[src/design/swal_pkg.sv]
package swal_pkg;

    localparam int NUM_KINDS   = 8;
    localparam int MAX_RECORDS = 64;
    localparam int TIME_W      = 32;
    localparam int KEY_W       = 32;
    localparam int REQ_W       = 3;
    localparam int KINDF_W     = 3;
    localparam int COUNT_W     = 7;

    localparam int KIND_W  = (NUM_KINDS > 1) ? $clog2(NUM_KINDS) : 1;
    localparam int IDX_W   = (MAX_RECORDS > 1) ? $clog2(MAX_RECORDS) : 1;
    localparam int CNT_W   = $clog2(MAX_RECORDS + 1);
    localparam int ADDR_W  = KIND_W + IDX_W;
    localparam int DEPTH   = NUM_KINDS * (1 << IDX_W);
    localparam int DUP_W   = KEY_W + TIME_W;
    localparam int COUNT_MAX = (1 << COUNT_W) - 1;

    typedef enum logic [REQ_W-1:0] {
        REQ_RECORD,
        REQ_PRUNE,
        REQ_COUNT,
        REQ_EARLY,
        REQ_LOOKUP
    } t_req;

    typedef enum logic [1:0] {
        ST_IDLE,
        ST_SETUP,
        ST_SCAN,
        ST_DONE
    } t_state;

    typedef enum logic [1:0] {
        PH_ACT,
        PH_DUP,
        PH_SHIFT
    } t_phase;

    typedef struct packed {
        logic              we;
        logic [ADDR_W-1:0] waddr;
        logic [ADDR_W-1:0] raddr;
    } t_mem_ctl;

    typedef struct packed {
        logic               found;
        logic [COUNT_W-1:0] count;
        logic [TIME_W-1:0]  tval;
        logic [TIME_W-1:0]  last_time;
        logic               last_valid;
    } t_result;

    // t < now - span, cutoff before zero never reached
    function automatic logic older(input logic [TIME_W-1:0] t,
                                   input logic [TIME_W-1:0] now,
                                   input logic [TIME_W-1:0] span);
        older = (now >= span) && (t < (now - span));
    endfunction

endpackage

[src/design/swal_seq.sv]
module swal_seq
    import swal_pkg::*;
(
    input  logic                i_clk,
    input  logic                i_rst_n,
    input  logic                i_start,
    input  logic [REQ_W-1:0]    i_req_type,
    input  logic [KINDF_W-1:0]  i_kind,
    input  logic [TIME_W-1:0]   i_now,
    input  logic [KEY_W-1:0]    i_dedup_key,
    input  logic [TIME_W-1:0]   i_window_seconds,
    input  logic [TIME_W-1:0]   i_min_interval_seconds,
    input  logic [TIME_W-1:0]   i_cooldown_seconds,
    output logic                o_busy,
    output t_mem_ctl            o_act_ctl,
    output logic [TIME_W-1:0]   o_act_wdata,
    input  logic [TIME_W-1:0]   i_act_rdata,
    output t_mem_ctl            o_dup_ctl,
    output logic [DUP_W-1:0]    o_dup_wdata,
    input  logic [DUP_W-1:0]    i_dup_rdata,
    output logic                o_res_valid,
    output t_result             o_res,
    input  logic                i_res_ready
);

    t_state r_state, n_state;
    t_phase r_phase;

    logic [REQ_W-1:0]   r_req;
    logic [KINDF_W-1:0] r_kind;
    logic [TIME_W-1:0]  r_now;
    logic [KEY_W-1:0]   r_key;
    logic [TIME_W-1:0]  r_win, r_mint, r_cool, r_span;
    logic               r_kok, r_modify;
    logic [CNT_W-1:0]   r_rd, r_end, r_wr;
    logic               r_pv;
    logic               r_found;
    logic [COUNT_W-1:0] r_cnt;
    logic [TIME_W-1:0]  r_tval;

    logic [CNT_W-1:0]   r_act_fill [NUM_KINDS];
    logic [CNT_W-1:0]   r_dup_fill [NUM_KINDS];
    logic [TIME_W-1:0]  r_last     [NUM_KINDS];
    logic               r_last_set [NUM_KINDS];

    logic [KIND_W-1:0]  kidx;
    logic               kind_ok, req_ok, is_rec;
    logic [TIME_W-1:0]  horizon, clamped;
    logic               scan_end, act_keep, dup_keep, dup_hit;
    logic [KEY_W-1:0]   dup_k;
    logic [TIME_W-1:0]  dup_t;
    logic               dup_full;

    assign kidx     = KIND_W'(r_kind);
    assign kind_ok  = (32'(r_kind) < NUM_KINDS);
    assign req_ok   = (r_req inside {REQ_RECORD, REQ_PRUNE, REQ_COUNT, REQ_EARLY, REQ_LOOKUP});
    assign is_rec   = (r_req == REQ_RECORD);
    assign horizon  = (r_win > r_mint) ? ((r_win > TIME_W'(1)) ? r_win : TIME_W'(1))
                                       : ((r_mint > TIME_W'(1)) ? r_mint : TIME_W'(1));
    assign clamped  = (r_last_set[kidx] && (r_now < r_last[kidx])) ? r_last[kidx] : r_now;
    assign scan_end = (r_rd >= r_end) && !r_pv;
    assign dup_k    = i_dup_rdata[DUP_W-1 -: KEY_W];
    assign dup_t    = i_dup_rdata[TIME_W-1:0];
    assign act_keep = !older(i_act_rdata, r_now, r_span);
    assign dup_hit  = (dup_k == r_key);
    assign dup_keep = (r_phase == PH_SHIFT) ||
                      (!older(dup_t, r_now, r_cool) && !(is_rec && dup_hit));
    assign dup_full = (r_wr == CNT_W'(MAX_RECORDS));

    always_comb begin
        n_state = r_state;
        case (r_state)
            ST_IDLE: begin
                if (i_start) n_state = ST_SETUP;
            end
            ST_SETUP: begin
                n_state = (kind_ok && req_ok) ? ST_SCAN : ST_DONE;
            end
            ST_SCAN: begin
                if (scan_end) begin
                    case (r_phase)
                        PH_ACT: begin
                            if (!r_modify || r_cool == '0) n_state = ST_DONE;
                        end
                        PH_DUP: begin
                            if (!(r_modify && is_rec && dup_full)) n_state = ST_DONE;
                        end
                        default: n_state = ST_DONE;
                    endcase
                end
            end
            ST_DONE: begin
                if (i_res_ready) n_state = ST_IDLE;
            end
            default: n_state = ST_IDLE;
        endcase
    end

    always_comb begin
        o_busy            = (r_state != ST_IDLE);
        o_act_ctl.raddr   = {kidx, r_rd[IDX_W-1:0]};
        o_act_ctl.waddr   = {kidx, r_wr[IDX_W-1:0]};
        o_act_ctl.we      = 1'b0;
        o_act_wdata       = i_act_rdata;
        o_dup_ctl.raddr   = {kidx, r_rd[IDX_W-1:0]};
        o_dup_ctl.waddr   = {kidx, r_wr[IDX_W-1:0]};
        o_dup_ctl.we      = 1'b0;
        o_dup_wdata       = i_dup_rdata;
        if (r_state == ST_SCAN && r_modify) begin
            if (r_phase == PH_ACT) begin
                if (r_pv && act_keep) o_act_ctl.we = 1'b1;
                if (scan_end && is_rec) begin
                    o_act_ctl.we = 1'b1;
                    o_act_wdata  = r_now;
                end
            end else begin
                if (r_pv && dup_keep) o_dup_ctl.we = 1'b1;
                if (scan_end && is_rec && (r_phase == PH_SHIFT || !dup_full)) begin
                    o_dup_ctl.we = 1'b1;
                    o_dup_wdata  = {r_key, r_now};
                end
            end
        end
        o_res_valid      = (r_state == ST_DONE);
        o_res.found      = r_found;
        o_res.count      = r_cnt;
        o_res.tval       = r_tval;
        o_res.last_time  = (r_kok && r_last_set[kidx]) ? r_last[kidx] : '0;
        o_res.last_valid = r_kok && r_last_set[kidx];
    end

    always_ff @(posedge i_clk) begin
        if (!i_rst_n) begin
            r_state <= ST_IDLE;
            r_pv    <= 1'b0;
            for (int k = 0; k < NUM_KINDS; k++) begin
                r_act_fill[k] <= '0;
                r_dup_fill[k] <= '0;
                r_last[k]     <= '0;
                r_last_set[k] <= 1'b0;
            end
        end else begin
            r_state <= n_state;
            case (r_state)
                ST_IDLE: begin
                    if (i_start) begin
                        r_req     <= i_req_type;
                        r_kind    <= i_kind;
                        r_now     <= i_now;
                        r_key     <= i_dedup_key;
                        r_win     <= i_window_seconds;
                        r_mint    <= i_min_interval_seconds;
                        r_cool    <= i_cooldown_seconds;
                    end
                end
                ST_SETUP: begin
                    r_kok    <= kind_ok;
                    r_modify <= (r_req == REQ_RECORD) || (r_req == REQ_PRUNE);
                    r_span   <= ((r_req == REQ_RECORD) || (r_req == REQ_PRUNE)) ? horizon : r_win;
                    r_found  <= kind_ok && is_rec;
                    r_cnt    <= '0;
                    r_tval   <= (kind_ok && is_rec) ? clamped : '0;
                    r_pv     <= 1'b0;
                    r_wr     <= '0;
                    r_phase  <= (r_req == REQ_LOOKUP) ? PH_DUP : PH_ACT;
                    r_end    <= (r_req == REQ_LOOKUP) ? r_dup_fill[kidx] : r_act_fill[kidx];
                    r_rd     <= (is_rec && r_act_fill[kidx] == CNT_W'(MAX_RECORDS))
                                ? CNT_W'(1) : '0;
                    if (kind_ok && is_rec) begin
                        r_now            <= clamped;
                        r_last[kidx]     <= clamped;
                        r_last_set[kidx] <= 1'b1;
                    end
                end
                ST_SCAN: begin
                    if (r_rd < r_end) r_rd <= r_rd + CNT_W'(1);
                    r_pv <= (r_rd < r_end);
                    if (r_pv) begin
                        case (r_phase)
                            PH_ACT: begin
                                if (r_modify && act_keep) r_wr <= r_wr + CNT_W'(1);
                                if (r_req == REQ_COUNT && act_keep &&
                                    r_cnt != COUNT_W'(COUNT_MAX))
                                    r_cnt <= r_cnt + COUNT_W'(1);
                                if (r_req == REQ_EARLY && act_keep && !r_found) begin
                                    r_found <= 1'b1;
                                    r_tval  <= i_act_rdata;
                                end
                            end
                            PH_DUP: begin
                                if (r_modify && dup_keep) r_wr <= r_wr + CNT_W'(1);
                                if (r_req == REQ_LOOKUP && dup_hit && !r_found) begin
                                    r_found <= 1'b1;
                                    r_tval  <= dup_t;
                                end
                            end
                            default: r_wr <= r_wr + CNT_W'(1);
                        endcase
                    end
                    if (scan_end && r_modify) begin
                        case (r_phase)
                            PH_ACT: begin
                                r_act_fill[kidx] <= is_rec ? r_wr + CNT_W'(1) : r_wr;
                                if (r_cool == '0) begin
                                    r_dup_fill[kidx] <= '0;
                                end else begin
                                    r_phase <= PH_DUP;
                                    r_rd    <= '0;
                                    r_end   <= r_dup_fill[kidx];
                                    r_wr    <= '0;
                                end
                            end
                            PH_DUP: begin
                                if (is_rec && dup_full) begin
                                    r_phase <= PH_SHIFT;
                                    r_rd    <= CNT_W'(1);
                                    r_end   <= CNT_W'(MAX_RECORDS);
                                    r_wr    <= '0;
                                end else begin
                                    r_dup_fill[kidx] <= is_rec ? r_wr + CNT_W'(1) : r_wr;
                                end
                            end
                            default: r_dup_fill[kidx] <= r_wr + CNT_W'(1);
                        endcase
                    end
                end
                default: ;
            endcase
        end
    end

endmodule

[config.mk]
export PLATFORM = sky130hd
export DESIGN_NAME = swal_seq
export DESIGN_NICKNAME = d
export VERILOG_FILES = /design/src/design/swal_pkg.sv /design/src/design/swal_seq.sv
export SDC_FILE = /design/constraint.sdc
export NUM_CORES = 1
export LEC_CHECK = 0
export BUFFER_PORTS_ARGS = -buffer_cell sky130_fd_sc_hd__buf_2
export CAP_MARGIN = 10
export CORE_MARGIN = 2
export CORE_UTILIZATION = 50
export DETAILED_ROUTE_END_ITERATION = 6
export PLACE_DENSITY_LB_ADDON = 0.2
export SYNTH_ARGS = -nofsm -noshare
export SYNTH_HDL_FRONTEND = slang
export SYNTH_SLANG_ARGS = --single-unit
[constraint.sdc]
create_clock -name i_clk -period 12.5 [get_ports i_clk]
set_input_delay 2.5 -clock i_clk [delete_from_list [all_inputs] [get_ports i_clk]]
set_output_delay 2.5 -clock i_clk [all_outputs]
set_load 0.01 [all_outputs]
==> out/qor.yml <==
layout:
  area_delta_synth_final_pct: 15.0
  fin_area_um2: 40900
  layout-drive-gt1-share_pct: 25.9
  multi_input_area_um2: 15000
  n_fill_cell: 5880
  fin_nets: 3834
  regArea_um2: 19200
global_routing:
  grt_pass1_wl_um: 170000
  grt_max_degree: 71
  grt_overflow: 0
  track_usage_pct: 31.5
  grt_pass1_vias: 25700
  antenna_found_initial: 9
sta:
  final_max_slew_viol_count: 0
  max_slew_margin_pct: 18.0
  setup_viol: 0
  rsz0062_at_grt: "no"
  fin_skew_ns: 0.0283
  hold_viol_final: 0
  fmax_mhz: 111
  min_period_ns: 9.04
  worst_pin_slew_ns: 1.20
  timing.final.ws_setup_ns: 3.46
  period_share_pct: 72.3
  tns_ns: 0
clock_tree:
  postCtsSetupBuffers: 0
  cts_made_buffers: 71
  postCtsHoldBufs: 0
  cts_tree: "done"
  cts_max_path_buffers: 3
  root_buffer: "clkbuf_16"
  clk_latency_ns: 0.63
  htreeDepth: 3
  cts_resized: 0
  clk_pin_slew_worst_paths_ns: 0.06
  clock_sinks: 644
synthesis:
  synthCells: 2937
  synth-seq-area-share_pct: 54.0
  async_flop_share_pct: 0
  avgSynthCellArea_um2: 12.1
  synth_area_um2: 35500
  ys_ff_latch: 644
  synth_nets: 3409
  ys_types: 66
  yosys_warnings: 0
  ys.flop_type: "edfxtp_1"
  synth_edf_count: 630
detailed_routing:
  post_drt_wl_per_cell_um: 26.7
  first_pass_iters: 5
  first_iter_violations: 3048
  vias_per_cell: 6.05
  wl_um: 116000
  ant_nets: 0
  drc_errors: 0
  vias: 26400
power:
  p_sw_mw: 2.74
  p_seq_share_pct: 39.0
  power_density_nw_per_um2: 185
  irDropWorstVdd_mv: 0.124
  internal-power_mw: 4.81
  p_clk_share_pct: 26.8
  p_comb_share_pct: 34.3
  leakage_nw: 16.8
  swShare_pct: 36.3
worst_setup_path:
  path_max_fanout: 6
  critical_path_class: "reg2out"
  setup.worst_path.start_class: "register"
  cp.required_ns: 10.00
  critPathCaptureType: "output port"
  arrival_ns: 6.54
  r2r_slack_ns: 5.52
  r2r_end: "r_tval[13]"
  r2r_cells: 14
floorplanning:
  core_area_um2: 70100
  dieHeight_um: 271
  floorplan.initialDensity_pct: 50.7
  core.rowCount: 97
  die_w_um: 271
  dieArea_um2: 73200
  ios: 475
place:
  dpl-instance-area_um2: 38700
  io_buffers: 474
  gp_congestion: 0.986
  hpwlAfterDp_um: 86200
  place_ws_ns: 4.32
worst_hold_path:
  min_path_type: "reg2reg"
  min_from: "r_last_set[7]"
  holdPathStages: 2
  holdPathEnd: "r_last_set[7]"
flow_run:
  max_cap_violations: 0
run_status:
  status: "complete, no violations"
==> metal layers <==
layer,vias to the layer above,wire [um],global-route usage (%)
met5,-,8,0
met4,2,3740,9.80
met3,180,10000,5.45
met2,1334,53800,50.0
met1,13200,48900,44.3
li1,11700,-,-
==> synth_stat cells (37+ instances only) <==
library cell	instances	area (um2)
a21o_1	39	293
ha_1	204	2550
edfxtp_1	630	18900
nand4_1	52	325
nor3_1	45	225
nor2_1	464	1740
mux4_2	94	2120
mux2i_1	104	1040
mux2_2	140	1580
xnor2_1	69	604
inv_1	198	743
a21oi_1	102	510
nand2_1	151	567
clkbuf_1	91	342
buf_4	37	278
o21ai_0	82	410
nand3_1	40	200
==> state kept, by name, indices dropped and copies added (netlist names), named ones only <==
register and flops:
r_last 256, r_act_fill 56, r_dup_fill 56, r_cool 32, r_key 32, r_mint 32
r_now 32, r_span 32, r_tval 32, r_win 32, r_last_set 8, r_cnt 7
r_end 7, r_rd 7, r_wr 7, kidx 3, r_req 3, r_phase 2
r_state 2, r_found 1, r_modify 1, r_pv 1
==> cells in the final DEF (no fill, tap or decap), types with 30 or more instances in the layout <==
master | netlist | routed
buf_2 | 5 | 474
nand3_1 | 40 | 40
nor4_1 | 31 | 31
mux4_2 | 94 | 94
o21ai_0 | 82 | 82
mux2_2 | 140 | 140
o21ai_1 | 34 | 34
xor2_1 | 32 | 32
inv_1 | 198 | 197
a21o_1 | 39 | 39
nand2_1 | 151 | 143
buf_4 | 37 | 30
nor2_1 | 464 | 461
ha_1 | 204 | 202
nor3_1 | 45 | 45
xnor2_1 | 69 | 69
a21oi_1 | 102 | 101
nand4_1 | 52 | 52
clkbuf_16 | 0 | 71
mux2i_1 | 104 | 103
edfxtp_1 | 630 | 630
==> stage by stage <==
step	total power [mW]	std cells	hold WS, ns	util [%]
after global routing	7.92	4358	0.464	58.3
after global placement	5.46	4229	0.427	55.2
final	7.55	4358	0.443	58.3
after floorplan	4.65	2937	0.418	-
after CTS	7.53	4355	0.445	58.3
after detailed placement	5.51	4229	0.433	55.2
==> power by group through the flow <==
stage          Clock (mW)  Combinational, mW  Sequential, mW
3_5_place_dp            0               2.53            2.98
2_1_floorplan           0               1.80            2.85
6_report             2.02               2.59            2.94
3_3_place_gp            0               2.50            2.97
5_1_grt              2.12               2.83            2.96
4_1_cts              2.04               2.55            2.94
==> critical path: stages, from the launching register on <==
cell	delay, ns
edfxtp_1	0.54
ha_1	0.44
a21oi_1	0.15
o21ai_0	0.12
or3b_2	0.47
nor4_1	0.60
nor3_1	0.16
o221ai_1	0.40
o21ai_0	0.26
mux2i_1	0.17
a2111oi_0	0.49
ha_1	0.32
nand3_1	0.11
nor4_1	0.08
a221oi_1	0.26
o21ai_0	0.12
a211oi_1	0.49
a21oi_1	0.15
a21oi_1	0.14
o21ai_0	0.18
buf_2	0.24
==> cell type report <==
cell class              count  share of cell area (%)
flip-flops and latches    644                    47.0
multi-input cells        1943                    36.6
repair buffers            504                    6.35
clock buffers              87                    4.52
well taps                 940                    2.88
inverters                 198                    1.82
clock inverters            39                   0.820
diodes                      3                  0.0184
==> worst max path at each step <==
stage	startpoint	to	cells past startpoint
6_report	r_now[12]	o_dup_ctl[18]	20
2_1_floorplan	r_now[0]	r_found	23
4_1_cts	r_now[12]	o_dup_ctl[18]	20
5_1_grt	r_now[0]	o_act_ctl[18]	23
3_3_place_gp	r_now[0]	o_act_ctl[18]	23
3_5_place_dp	r_now[12]	o_dup_ctl[18]	20
==> cell families (layout without fill, tap and decap cells) <==
group / after synthesis / in the layout / share of synthesized area [%]
AND/OR/NAND/NOR: 878 / 878 / 11.0
other: 0 / 3 / 0
XOR/XNOR: 101 / 101 / 2.49
multiplexers: 349 / 349 / 13.7
buffers and inverters: 350 / 828 / 4.10
flip-flops: 644 / 644 / 54.0
adder cells (fa/ha/maj): 206 / 206 / 7.29
AO/OA/AOI/OAI: 409 / 409 / 7.40
Note: power is estimated with default switching activity, not from simulation.
